==> config.mk <==
export PLATFORM = sky130hd
export DESIGN_NAME = d2q_queue
export DESIGN_NICKNAME = d
export VERILOG_FILES = /design/src/hdl/d2q_pkg.sv /design/src/hdl/d2q_queue.sv
export VERILOG_INCLUDE_DIRS = /design/src /design/src/hdl
export SDC_FILE = /design/constraint.sdc
export NUM_CORES = 1
export LEC_CHECK = 0
export BUFFER_PORTS_ARGS = -buffer_cell sky130_fd_sc_hd__buf_2
export CAP_MARGIN = 20
export CORE_UTILIZATION = 58
export CTS_BUF_LIST = sky130_fd_sc_hd__clkbuf_8
export CTS_CLUSTER_DIAMETER = 120
export DETAILED_ROUTE_END_ITERATION = 10
export PLACE_DENSITY = 0.85
export SYNTH_ARGS = -nofsm -noshare
export SYNTH_HDL_FRONTEND = slang
export SYNTH_SLANG_ARGS = --single-unit
==> constraint.sdc <==
create_clock -name clk -period 7.4 [get_ports clk]
set_input_delay 1.48 -clock clk [delete_from_list [all_inputs] [get_ports clk]]
set_output_delay 1.48 -clock clk [all_outputs]
set_load 0.03 [all_outputs]
==> src/hdl/d2q9_moments_and_equilibrium_assert.svh <==
// assertion macros for the d2q9 moments and equilibrium block
// used by the queue and the back-end pipeline; no other dependencies
`ifndef D2Q9_MOMENTS_AND_EQUILIBRIUM_ASSERT_SVH
`define D2Q9_MOMENTS_AND_EQUILIBRIUM_ASSERT_SVH
`ifndef SYNTHESIS
`define D2Q_ASSERT(lbl, clk, rst, prop) \
  lbl: assert property (@(posedge clk) disable iff (rst) prop) \
    else $error("d2q assertion failed");
`define D2Q_ASSERT_NEXT(lbl, clk, rst, pre, post) \
  `D2Q_ASSERT(lbl, clk, rst, (pre) |=> (post))
`else
`define D2Q_ASSERT(lbl, clk, rst, prop)
`define D2Q_ASSERT_NEXT(lbl, clk, rst, pre, post)
`endif
`endif

==> src/hdl/d2q_pkg.sv <==
// shared types, constants and the divider step for the d2q9 block
// no dependencies
`timescale 1ns / 1ps
package d2q_pkg;

  // moments handed from the front end to the back end
  typedef struct packed {
    logic signed [35:0] rho;
    logic signed [34:0] jx;
    logic signed [34:0] jy;
  } mom_t;

  // one velocity divider lane
  typedef struct packed {
    logic        neg;
    logic        ovf;
    logic [34:0] rem;
    logic [31:0] low;
    logic [31:0] quo;
  } lane_t;

  // queue sizing
  localparam int QDEPTH = 2;
  localparam int QPTRW  = 1;
  localparam int QCNTW  = 2;

  localparam logic signed [31:0] S32_MAX = 32'sh7fff_ffff;
  localparam logic signed [31:0] S32_MIN = 32'sh8000_0000;

  // weight selection per direction: rest uses 4/9, diagonals use 1/36
  localparam logic [8:0] W_NUM4  = 9'b0_0000_0001;
  localparam logic [8:0] W_DEN36 = 9'b1_1110_0000;

  // ceil(2^40 / 9), exact floor(n/9) for n below 2^36
  localparam logic [36:0] DIV9_M = 37'd122167958642;

  // one restoring division step
  function automatic lane_t div_step(lane_t a, logic [34:0] d);
    logic [35:0] r2;
    lane_t       o;
    r2 = {a.rem, a.low[31]};
    o  = a;
    if (r2 >= {1'b0, d}) begin
      o.rem = 35'(r2 - {1'b0, d});
      o.quo = {a.quo[30:0], 1'b1};
    end else begin
      o.rem = r2[34:0];
      o.quo = {a.quo[30:0], 1'b0};
    end
    o.low = {a.low[30:0], 1'b0};
    return o;
  endfunction

  // signed saturated velocity from a finished lane
  function automatic logic signed [31:0] vel_sat(lane_t a);
    logic signed [31:0] v;
    if (a.ovf) begin
      v = a.neg ? S32_MIN : S32_MAX;
    end else if (a.neg) begin
      v = (a.quo > 32'h8000_0000) ? S32_MIN : $signed(32'(-a.quo));
    end else begin
      v = a.quo[31] ? S32_MAX : $signed(a.quo);
    end
    return v;
  endfunction

endpackage

==> src/hdl/d2q_queue.sv <==
// two-entry queue that decouples the front end from the back end
// depends on d2q_pkg and the assertion header
`timescale 1ns / 1ps
`include "d2q9_moments_and_equilibrium_assert.svh"
module d2q_queue import d2q_pkg::*; (
  input  logic clk,
  input  logic rst,
  input  logic push,
  input  mom_t push_data,
  output logic full,
  output logic pop_valid,
  output mom_t pop_data,
  input  logic pop
);

  mom_t             mem [QDEPTH];
  logic [QPTRW-1:0] wr_ptr;
  logic [QPTRW-1:0] rd_ptr;
  logic [QCNTW-1:0] count;
  logic             do_push;
  logic             do_pop;

  assign full      = (count == QCNTW'(QDEPTH));
  assign pop_valid = (count != '0);
  assign pop_data  = mem[rd_ptr];
  assign do_push   = push && !full;
  assign do_pop    = pop && pop_valid;

  // pointers and fill count
  always_ff @(posedge clk) begin
    if (rst) begin
      wr_ptr <= '0;
      rd_ptr <= '0;
      count  <= '0;
    end else begin
      if (do_push) begin
        wr_ptr <= wr_ptr + 1'b1;
      end
      if (do_pop) begin
        rd_ptr <= rd_ptr + 1'b1;
      end
      if (do_push && !do_pop) begin
        count <= count + 1'b1;
      end else if (do_pop && !do_push) begin
        count <= count - 1'b1;
      end
    end
  end

  // storage
  always_ff @(posedge clk) begin
    if (do_push) begin
      mem[wr_ptr] <= push_data;
    end
  end

  `D2Q_ASSERT(a_cnt_range, clk, rst, count <= QCNTW'(QDEPTH))
  `D2Q_ASSERT_NEXT(a_cnt_up, clk, rst, do_push && !do_pop, count == $past(count) + 1'b1)
  `D2Q_ASSERT_NEXT(a_cnt_dn, clk, rst, do_pop && !do_push, count == $past(count) - 1'b1)

endmodule

* Yosys cells after proc, flatten, opt, wreduce, memory -nomap -nowiden *
Memory sizes are Yosys's and may differ from the RTL's. A register that Yosys moved wholly into a read port is not among the register bits.
Index checks and enable logic that the tools add are counted.

storage, ports and cells
  flip-flop bits (word level) = 4
  bits in writable memories = 212
  input bits = 110
  output and inout port bits = 108
  logic and storage cells = 24
  memories = 1

cells by class
  $add $sub $neg = 4
  equal/unequal tests = 1
  multiplexer cells = 6
  reduce and logical (&&, ||, !) cells = 9

memories
  memory  depth  width  rd ports  clocked after Yosys merged registers in  wr ports  line             RTL
  mem     2      106    1         1                                        1         d2q_queue.sv:16  mom_t mem [QDEPTH];

operators by type and width
  kind                 count
  $logic_and 1x1->1    4
  $mux 1               4
  $mux 2               2
  $reduce_bool 2->1    2
  $logic_not 1->1      3
  $add 1x1->1 const B  2
  $add 2x1->2 const B  1
  $eq 2x2->1 const B   1
  $sub 2x1->2 const B  1

* Longest topological paths before layout *
  depth in word-level cells = 7
  gate-level depth with buffers = 6
  depth with buffers taken out = 6

* Worst setup path after synthesis *
No wires, ideal clock.

  path kind = input -> register
  start = input port push
  end = memory mem[1][0] (netlist bit), enable pin
  library setup time = 477 ps
  arrival = 4121 ps
  data required time = 6923 ps
  setup slack = 2802 ps
  stages = 3
  buffers on the path = 0
  cells stage by stage = inv_1 > nor2_1 > and2_1

on the way
  cells in the longest elaborated chain, start to end = 3

RTL lines
  what                          line             RTL
  start: declaration            d2q_queue.sv:8   input logic push,
  $logic_and 1x1->1             d2q_queue.sv:26  assign do_push = push && !full;
  net do_push                   d2q_queue.sv:20  logic do_push;
  $mux 1                        d2q_queue.sv:52  if (do_push) begin
  $mux 1 (implied by the code)  d2q_queue.sv:53  mem[wr_ptr] <= push_data;
  end: declaration              d2q_queue.sv:16

The timed path passes the listed nets, and every way through them passes these cells.

==> summary.md <==
| Metric | Value |
|---|---|
| Yosys cell types | `16` |
| Clock skew | `0.0119 ns` |
| Top cell type by total area after synthesis | `edfxtp_1` |
| Post-CTS setup buffer count | `0` |
| First-pass GRT wire length | `21900 microns` |
| Setup_tns | `0 ns` |
| Post-Syn Nets | `466` |
| WS Path Type | `reg2out` |
| Sequential cell area | `6470 sq um` |
| Post-CTS sizing | `0` |
| Sink Count | `217` |
| Via-to-Cell Ratio | `5.21` |
| Hold depth | `2` |
| GRT Residual Overflow | `0` |
| Fin crit share | `57.3%` |
| Fraction of layout cells with a size suffix above 1 | `60.1%` |
| R2r setup slk | `4.87 ns` |
| DRT Wirelength | `14500 microns` |
| Vias in the first global route | `4458` |
| Initial drt markers | `242` |
| Post-synth ARST share | `0%` |
| Initial antenna violation count | `0` |
| RePlAce Congestion | `0.728` |
| TritonCTS clock tree | `done` |
| Port bufs | `217` |
| Worst slew pin tran | `0.966 ns` |
| Tot GR Track Use | `20.3%` |
| Die width | `120 microns` |
| Worst reg2reg path depth | `4` |
| Area Overhead vs Synth | `24.3%` |
| Psw | `0.00121 W` |
| Clock-pin slew on the worst setup and hold paths | `0.06 ns` |
| Syn Inst Count | `355` |
| # diodes | `0` |
| Logic pwr share | `29.1%` |
| Top-count cell post-synth | `edfxtp_1` |
| Tot Pwr | `0.00377 W` |
| # DRC | `0` |
| Area of the multi-input gates | `1460 sq um` |
| Sw Share | `32.2%` |
| Clock Path Buffers | `3` |
| Die height | `120 microns` |
| HPWL after DPL | `9430 microns` |
| Final hold vios | `0` |
| Synth top area cells | `edfxtp_1 79%, mux2_2 9.3%, mux2_4 7.5%, dfxtp_1 1.2%, buf_6 0.84%` |
| H-tree Lvls | `2` |
| Peak Freq | `0.236 GHz` |
| Cts bufs inserted | `34` |
| FP Rows | `42` |
| Core Area | `13300 sq um` |
| Most frequently used flop master after synthesis | `edfxtp_1` |
| Avg Cell Area, Syn | `22.6 sq um` |
| Worst hold-check path type | `reg2reg` |
| Yosys top cell area share | `79.3%` |
| Clock Power Share | `27.4%` |
| IO Count | `218` |
| Routed len/inst | `18.1 microns` |
| DR vias | `4170` |
| CTS hold repair buffers | `0` |
| Worst EP arrival | `2.76 ns` |
| Top cells by count, synth | `212 x edfxtp_1, 66 x mux2_2, 40 x mux2_4` |
| Fillers | `799` |
| Worst-Skew Late Latency | `0.48 ns` |
| Minimum clock period | `4.24 ns` |
| Clock Tree Root | `clkbuf_8` |
| Synth Register Bits | `217` |
| CP Launch Type | `flip-flop` |
| Post-synth EDFFs | `212` |
| Full die area | `14300 sq um` |
| Synthesized cell area | `8030 sq um` |
| End point of the critical path | `pop_data[3]` |
| Sequential area share after synthesis | `80.5%` |
| ANT nets after route | `0` |
| Final #Nets | `710` |
| Status | `completed` |
| Initial core utilization | `60.1%` |
| # Max-Cap Violations | `0` |
| Reg-to-reg endpoint | `mem[0][9]` |
| Worst flop-to-flop path startpoint | `count[1]` |
| Synth warn | `0` |
| Leakage | `3.88 nW` |
| Internal power | `0.00256 W` |
| Crit end category | `primary output` |
| Worst rel slew slack | `35.6%` |
| RSZ-0062 raised after global routing | `no` |
| Seq pwr share | `43.5%` |
| Power per cell area | `378 nW/um^2` |
| Crit Path Max Fanout | `65` |
| VDD IR max | `259 uV` |
| CP required | `5.92 ns` |
| Pin count of the biggest net entering global routing | `66` |
| Setup violations, final | `0` |
| Fin. max-slew vios | `0` |
| First-pass iteration count of the detailed router | `4` |
## through the flow
stage	instances	area (sq um)	hold WS, ns	utilization (%)	setup slack, ns
6_report	800	9980	0.491	74.8	3.16
3_5_place_dp	739	9270	0.485	69.4	3.62
4_1_cts	800	9980	0.494	74.8	3.08
5_1_grt	800	9980	0.541	74.8	2.99
3_3_place_gp	739	9270	0.471	69.4	3.65
2_1_floorplan	355	8030	0.452	-	2.80
## worst max-delay path: stages (launching register included)
cell and delay, ns:
dfxtp_4 0.97, buf_4 0.66, mux2_2 0.42, buf_2 0.18
## layout make-up
cell class	instances	area share [%]
well taps	176	2.21
inverters	2	0.100
clock inverters	24	2.02
multi-input cells	124	14.6
clock buffers	37	5.10
repair buffers	220	11.1
flip-flops and latches	217	64.8
## power by group through the flow
stage	clock network [W]	logic, W	registers, W
global route	0.00110	0.00116	0.00166
floorplan	0	0.000891	0.00161
global placement	0	0.00109	0.00166
detailed placement	0	0.00110	0.00167
finish	0.00103	0.00110	0.00164
CTS	0.00105	0.00111	0.00165
## flip-flops by register name, summed over array words and instances, names as in the netlist, named ones only
register / cells
mem: 212
count: 2
wr_ptr: 1
rd_ptr: 1
## worst min path at each step
stage               slack [ns]        end    from
CTS                       0.49     wr_ptr  wr_ptr
finish                    0.49     wr_ptr  wr_ptr
floorplan                 0.45     wr_ptr  wr_ptr
detailed placement        0.49     wr_ptr  wr_ptr
global route              0.54  flip-flop  rd_ptr
global placement          0.47     wr_ptr  wr_ptr
## per-layer routing
layer	wire length (microns)	vias to the layer above	share of wire, %	GRT usage, %
li1	-	1909	-	-
met3	1270	25	8.8	6.94
met2	7380	199	51	35.2
met4	263	0	1.8	6.48
met1	5580	2037	39	23.7
met5	0	-	0	0
## placed cells by master (no fill, tap or decap), types with 4 or more instances in the layout
master	count
buf_2	217
bufinv_16	4
clkbuf_8	37
clkinv_1	7
dfxtp_1	4
edfxtp_1	212
inv_1	11
mux2_2	66
mux2_4	40
nor2_1	4
## logic make-up after synthesis
group | Yosys count | synth area share, %
buffers and inverters | 14 | 1.31
adders and majority gates | 1 | 0.156
and+or+nand+nor | 9 | 0.608
xor gates and xnor gates | 3 | 0.327
muxes | 106 | 16.7
AOI/OAI and AO/OA | 5 | 0.312
DFF | 217 | 80.5
Note: power is estimated with default switching activity, not from simulation.
