$ cat src/hdl/d2q9_moments_and_equilibrium_assert.svh
// assertion macros for the d2q9 moments and equilibrium block
// used by the queue and the back-end pipeline; no other dependencies
`ifndef D2Q9_MOMENTS_AND_EQUILIBRIUM_ASSERT_SVH
`define D2Q9_MOMENTS_AND_EQUILIBRIUM_ASSERT_SVH
`ifndef SYNTHESIS
`define D2Q_ASSERT(lbl, clk, rst, prop) \
  lbl: assert property (@(posedge clk) disable iff (rst) prop) \
    else $error("d2q assertion failed");
`define D2Q_ASSERT_NEXT(lbl, clk, rst, pre, post) \
  `D2Q_ASSERT(lbl, clk, rst, (pre) |=> (post))
`else
`define D2Q_ASSERT(lbl, clk, rst, prop)
`define D2Q_ASSERT_NEXT(lbl, clk, rst, pre, post)
`endif
`endif

$ cat src/hdl/d2q_pkg.sv
// shared types, constants and the divider step for the d2q9 block
// no dependencies
`timescale 1ns / 1ps
package d2q_pkg;

  // moments handed from the front end to the back end
  typedef struct packed {
    logic signed [35:0] rho;
    logic signed [34:0] jx;
    logic signed [34:0] jy;
  } mom_t;

  // one velocity divider lane
  typedef struct packed {
    logic        neg;
    logic        ovf;
    logic [34:0] rem;
    logic [31:0] low;
    logic [31:0] quo;
  } lane_t;

  // queue sizing
  localparam int QDEPTH = 2;
  localparam int QPTRW  = 1;
  localparam int QCNTW  = 2;

  localparam logic signed [31:0] S32_MAX = 32'sh7fff_ffff;
  localparam logic signed [31:0] S32_MIN = 32'sh8000_0000;

  // weight selection per direction: rest uses 4/9, diagonals use 1/36
  localparam logic [8:0] W_NUM4  = 9'b0_0000_0001;
  localparam logic [8:0] W_DEN36 = 9'b1_1110_0000;

  // ceil(2^40 / 9), exact floor(n/9) for n below 2^36
  localparam logic [36:0] DIV9_M = 37'd122167958642;

  // one restoring division step
  function automatic lane_t div_step(lane_t a, logic [34:0] d);
    logic [35:0] r2;
    lane_t       o;
    r2 = {a.rem, a.low[31]};
    o  = a;
    if (r2 >= {1'b0, d}) begin
      o.rem = 35'(r2 - {1'b0, d});
      o.quo = {a.quo[30:0], 1'b1};
    end else begin
      o.rem = r2[34:0];
      o.quo = {a.quo[30:0], 1'b0};
    end
    o.low = {a.low[30:0], 1'b0};
    return o;
  endfunction

  // signed saturated velocity from a finished lane
  function automatic logic signed [31:0] vel_sat(lane_t a);
    logic signed [31:0] v;
    if (a.ovf) begin
      v = a.neg ? S32_MIN : S32_MAX;
    end else if (a.neg) begin
      v = (a.quo > 32'h8000_0000) ? S32_MIN : $signed(32'(-a.quo));
    end else begin
      v = a.quo[31] ? S32_MAX : $signed(a.quo);
    end
    return v;
  endfunction

endpackage

$ cat src/hdl/d2q_front.sv
// front end: accepts one node of populations and forms density and momentum
// depends on d2q_pkg
`timescale 1ns / 1ps
module d2q_front import d2q_pkg::*; (
  input  logic         clk,
  input  logic         rst,
  input  logic         s_tvalid,
  output logic         s_tready,
  input  logic [287:0] s_tdata,   // pop_rest, pop_east, pop_north, pop_west, pop_south,
                                  // pop_ne, pop_nw, pop_sw, pop_se, 32 bits each
  output logic         push,
  output mom_t         push_data,
  input  logic         full
);

  logic               fv;
  mom_t               mom;
  logic signed [31:0] f [9];

  // unpack populations
  always_comb begin
    for (int i = 0; i < 9; i++) begin
      f[i] = $signed(s_tdata[32*i +: 32]);
    end
  end

  assign s_tready  = !fv || !full;
  assign push      = fv;
  assign push_data = mom;

  // holding register in front of the queue
  always_ff @(posedge clk) begin
    if (rst) begin
      fv <= 1'b0;
    end else if (s_tready) begin
      fv <= s_tvalid;
    end
  end

  // moments
  always_ff @(posedge clk) begin
    if (s_tvalid && s_tready) begin
      mom.rho <= 36'(f[0]) + 36'(f[1]) + 36'(f[2]) + 36'(f[3]) + 36'(f[4])
               + 36'(f[5]) + 36'(f[6]) + 36'(f[7]) + 36'(f[8]);
      mom.jx  <= 35'(f[1]) + 35'(f[5]) + 35'(f[8]) - 35'(f[3]) - 35'(f[6]) - 35'(f[7]);
      mom.jy  <= 35'(f[2]) + 35'(f[5]) + 35'(f[6]) - 35'(f[4]) - 35'(f[7]) - 35'(f[8]);
    end
  end

endmodule

$ cat config.mk
export PLATFORM = sky130hd
export DESIGN_NAME = d2q_front
export DESIGN_NICKNAME = d
export VERILOG_FILES = /design/src/hdl/d2q9_moments_and_equilibrium_assert.svh /design/src/hdl/d2q_pkg.sv /design/src/hdl/d2q_front.sv
export SDC_FILE = /design/constraint.sdc
export NUM_CORES = 1
export LEC_CHECK = 0
export BUFFER_PORTS_ARGS = -buffer_cell sky130_fd_sc_hd__buf_2
export CORE_MARGIN = 2
export CORE_UTILIZATION = 30
export CTS_CLUSTER_DIAMETER = 100
export DETAILED_ROUTE_END_ITERATION = 8
export GPL_ROUTABILITY_DRIVEN = 0
export PLACE_DENSITY = 0.53
export SLEW_MARGIN = 0
export SYNTH_ARGS = -nofsm -noshare
export SYNTH_HDL_FRONTEND = slang
export SYNTH_SLANG_ARGS = --single-unit
$ cat constraint.sdc
create_clock -name clk -period 4.7 [get_ports clk]
set_input_delay 0.94 -clock clk [delete_from_list [all_inputs] [get_ports clk]]
set_output_delay 0.94 -clock clk [all_outputs]
set_load 0.01 [all_outputs]
# --- After elaboration in Yosys (flattened, before gate mapping) ---
# Index checks and enable logic that the tools add are counted.
# W data, S select, Z words.
word_totals:
  ff_bits: 107
  in_bits: 292
  output_inout_bits: 108
op_classes:
  reduce_logical: 4
  addsub: 18
ops:
  columns: ["operator", "count"]
  rows:
  - ["$add A36 B32 Y36", 4]
  - ["$sub A35 B32 Y35", 4]
  - ["$add A33 B32 Y34", 3]
  - ["$add A32 B32 Y33", 3]
  - ["$sub A34 B32 Y35", 2]
  - ["$add A35 B32 Y36", 1]
  - ["$add A34 B32 Y35", 1]
  - ["$logic_not A1 Y1", 2]
  - ["$logic_and A1 B1 Y1", 1]
  - ["$logic_or A1 B1 Y1", 1]

# --- Logic depth before layout (Yosys ltp) ---
logic_depth:
  word_depth: 8
  depth_mapped: 19
  mapped_depth_nobuf: 19

# --- Worst setup path before layout ---
# OpenSTA, ideal clock, no wires.
synth_timing:
  kind: "input to register"
  from: "input s_tdata[194]"
  to: "register mom (netlist bit push_data[102]), data pin"
  cell_stages: 17
  path_slack_ns: -0.431
  t_required_ns: 4.431
  setup_ns: 0.269
  t_arrival_ns: 4.863
  path_buffers: 0
  path_cell_list: "fa_1 > fa_1 > inv_1 > fa_1 > fa_1 > inv_1 > ha_1 > inv_1 > fa_1 > nor2b_1 > o2111ai_1 > a21boi_1 > o211ai_1 > a21oi_1 > nor2_1 > o31ai_1 > xor2_1"
synth_via:
  elab_chain_cells: 3
synth_lines:
  columns: ["element", "line", "rtl"]
  rows:
  - ["start, declared", "d2q_front.sv:9", "input logic [287:0] s_tdata,"]
  - ["$add A36 B32 Y36 (3 in a row)", "d2q_front.sv:44", "+ 36'(f[5]) + 36'(f[6]) + 36'(f[7]) + 36'(f[8]);"]
  - ["end, declared", "d2q_front.sv:17", "mom_t mom;"]
# Every way passes these cells.
# A chain may end at the register's enable or synchronous reset.

# --- Final worst setup path ---
layout_timing:
  from: "input s_tdata[161]"
  to: "register mom (netlist bit push_data[33]), data pin"
layout_via:
  elab_chain_cells: 5
layout_lines:
  columns: ["element", "line", "rtl"]
  rows:
  - ["$add A32 B32 Y33", "d2q_front.sv:46", "mom.jy <= 35'(f[2]) + 35'(f[5]) + 35'(f[6]) - 35'(f[4]) - 35'(f[7]) - 35'(f[8]);"]
  - ["$add A33 B32 Y34", "d2q_front.sv:46", null]
  - ["$sub A34 B32 Y35", "d2q_front.sv:46", null]
  - ["$sub A35 B32 Y35 (2 in a row)", "d2q_front.sv:46", null]
# Every way passes these cells.

==> metrics.md <==
| Metric | Value |
|---|---|
| GRT Total Usage | 0.185 |
| Final Non-Filler Cells | about 3700 |
| Commonest non-fill, non-tap cell in the layout | inv_1 |
| First-pass GRT wire length | around 100000 µm |
| Number of flops mapped to enable cells by yosys | 106 |
| Crit path max fanout | 3 |
| R2R setup slack | around 2.8 ns |
| PD cells | just over 900 nW/µm² |
| Setup_tns | -8.89 ns |
| Worst hold slack | roughly 0.51 ns |
| Cells after synthesis | 1909 |
| Metal2 WL | about 33000 µm |
| Metal-1 WL | 25800 µm |
| Initial Utilization | 0.303 |
| Placed cells | ~3600 |
| Most frequent cells in the layout | inv_1 (555), fa_1 (472), buf_4 (455) |
| Metal3 WL | approximately 3000 µm |
| CTS Hold Buffers Added | 0 |
| Lkg Pwr | 14.5 nW |
| Type of the worst min-delay path | flop to flop |
| H-tree levels | 3 |
| Hold Path Stages | 2 |
| Critical Path, Cell by Cell | buf_6 -> clkinvlp_4 -> buf_6 -> buf_6 -> buf_6 -> buf_6 -> fa_1 -> fa_1 -> fa_1 -> inv_2 -> ha_4 -> inv_2 -> fa_2 -> nor2b_2 -> o2111ai_1 -> buf_4 -> a21oi_4 -> o21ai_4 -> a2111oi_4 -> a311o_2 -> o221ai_2 -> xnor2_1 |
| Worst Skew | around 0.0092 ns |
| Ys flop type | edfxtp_1 |
| Slew margin rel. | 0.458 |
| FP Rows | between 90 and 100 |
| DRT iter0 DRCs | 711 |
| Cell mode on critical path | buf_6 |
| RR Startpoint | push |
| Synth Cell Area | just over 20000 µm² |
| Sequential share of the synthesized area | 0.157 |
| Final wirelength | around 64000 µm |
| Clock Sinks | roughly 110 |
| FF-to-FF End | push_data[96] |
| Hold wc startpoint | push |
| DR WL/cell | around 17 µm |
| Hpwl dp | approximately 57000 µm |
| Synth warn | 0 |
| Final ANT Viol Nets | 0 |
| Initial antenna violation count | 0 |
| Final Core Density | 0.430 |
| Final Hold Viols | 0 |
| Top Ports | 400 |
| Yosys cell types | 62 |
| Slew @ Worst Pin | around 0.8 ns |
| Top layer in use | met4 |
| Final nets | roughly 3700 |
| Reg2reg path depth | 3 |
| Syn Nets | between 2000 and 3000 |
| Die height | 265 µm |
| Clock power share | 0.031 |
| Final Critical Period | 5.04 ns |
| # port buffers | around 400 |
| WP data required | approximately 4.8 ns |
| Net switching share of the total power | 0.466 |
| Pins Over Slew Limit | 0 |
| Slowest cell on crit path | fa_1 |
| CORE AREA | 67200 µm² |
| Flop pwr share | 0.100 |
| Crit start category | input pin |
| Antenna diodes | 0 |
| Crit share post-route | 1.07 |
| Synth Register Bits | 107 |
| DRC viols | 0 |
| Reg clk slew, reported paths | 0.07 ns |
| CTS buffer count | 9 |
| Arrival @ worst endpoint | 5.17 ns |
| RSZ-0062 raised after global routing | yes |
| Syn avg cell area | about 11 µm² |
| Hold path endpoint | push |
| Final WS setup | -0.344 ns |
| Failing checks | negative setup slack |
| CTS tree | built |
| TritonRoute pass-1 iters | 5 |
| Comb pwr share | 0.869 |
| Vias/cell | 4.47 |
| Clock latency on the worst-skew pair | approximately 0.38 ns |
| Share of flip-flops with an asynchronous set or reset | 0 |
| Critical Path Sink Type | flop |
| Peak VDD IR | roughly 520 µV |
| P_int | around 14 mW |
| Number of endpoints failing setup at the final stage | 49 |
| Via count | 16400 |
| Setup WS pre-CTS | -1.02 ns |
| Fmax | ~0.2 GHz |
| Max-cap viol count | 0 |
| Area Overhead vs Synth | 41.7% |
| Psw | 12.5 mW |
| Die ar. | approximately 70000 µm² |
| Die X | ~260 µm |
| Worst Setup Path Type | input pin to flop |
| Clk root buf | clkbuf_16 |
| Vias in the first global route | 19100 |
| Layout cells sized above 1 | 0.393 |
| Longest Clk Path Bufs | 2 |
| Gr ovfl total | 0 |
| Pin count of the biggest net entering global routing | 57 |
| Critical path's largest stage delay | roughly 0.52 ns |
| Status | finished, violations left |
[how the worst max path moves through the flow]
| stage | to | depth (start not counted) | start | slack, ns |
|---|---|---|---|---|
| 3_5_place_dp | push_data[33] | 20 | s_tdata[161] | -1.02 |
| 2_1_floorplan | push_data[102] | 17 | s_tdata[258] | -0.25 |
| 3_3_place_gp | push_data[33] | 20 | s_tdata[161] | -1.13 |
| 5_1_grt | push_data[100] | 20 | s_tdata[34] | -0.53 |
| 6_report | push_data[33] | 22 | s_tdata[161] | -0.34 |
| 4_1_cts | push_data[100] | 20 | s_tdata[2] | -0.30 |
[registers in the layout (all words and copies together), names as in the netlist]
signal     flops
push_data    106
push           1
[synth_stat cells, drive strengths merged (11+ instances only)]
cell | instances | area, µm²
a211oi | 11 | 87.6
xor2 | 33 | 289
edfxtp | 106 | 3180
nand4 | 15 | 93.8
ha | 106 | 1330
fa | 487 | 9750
clkbuf | 20 | 75.1
inv | 592 | 2220
a31oi | 14 | 87.6
nand3 | 26 | 130
and3 | 11 | 68.8
xnor2 | 56 | 490
a21oi | 87 | 439
o21bai | 16 | 120
o21a | 12 | 90.1
o21ai | 49 | 245
nor2 | 57 | 214
a21o | 58 | 435
nand2 | 52 | 195
[cells by family after synthesis]
logic type / share of synthesized area
XOR/XNOR: 0.0383
multiplexers: 0.000983
AO/OA/AOI/OAI: 0.0988
buffers and inverters: 0.113
adder cells (fa/ha/maj): 0.544
AND/OR/NAND/NOR: 0.0482
flip-flops: 0.157
[power by group through the flow]
stage | combinational (mW) | clock (mW) | sequential [mW]
2_1_floorplan | 11.1 | 0 | 2.79
3_3_place_gp | 20.0 | 0 | 2.68
3_5_place_dp | 20.2 | 0 | 2.66
4_1_cts | 22.2 | 0.860 | 2.67
5_1_grt | 25.7 | 0.883 | 2.70
6_report | 23.3 | 0.834 | 2.67
[critical path: cells and delay by family]
kind / cells / cell delay (ns)
fa+ha+maj: 5 / 1.88
compound gates: 6 / 1.13
buf+inv: 9 / 0.95
simple gates: 1 / 0.14
xor+xnor: 1 / 0.13
[stage by stage]
| step | total power, mW | cell area, µm² |
|---|---|---|
| after detailed placement | 22.9 | 27000 |
| after CTS | 25.8 | 28200 |
| after global routing | 29.2 | 28900 |
| final | 26.8 | 28900 |
| after global placement | 22.7 | 27000 |
| after floorplan | 13.9 | 20500 |
[per-layer routing]
layer  up-vias  global-route usage
met5         -                   0
met4         0              0.0479
met3        67              0.0281
met2       413               0.342
met1      8308               0.225
li1       7619                   -
[repair_timing]
action	CTS	global route
gates resized for setup	170	124
setup buffers	25	27
endpoints found under the hold margin	0	0
pin swaps	119	78
endpoints found under the setup margin	49	55
[final cells by class]
class | instances | area (µm²)
Inverter | 592 | 2240
Fill cell | 6532 | 38300
Tap cell | 873 | 1090
Clock inverter | 4 | 51.3
Timing Repair Buffer | 894 | 6030
Sequential cell | 107 | 3200
Clock buffer | 12 | 236
Multi-Input combinational cell | 1190 | 16000
(Power assumes the default switching activity.)
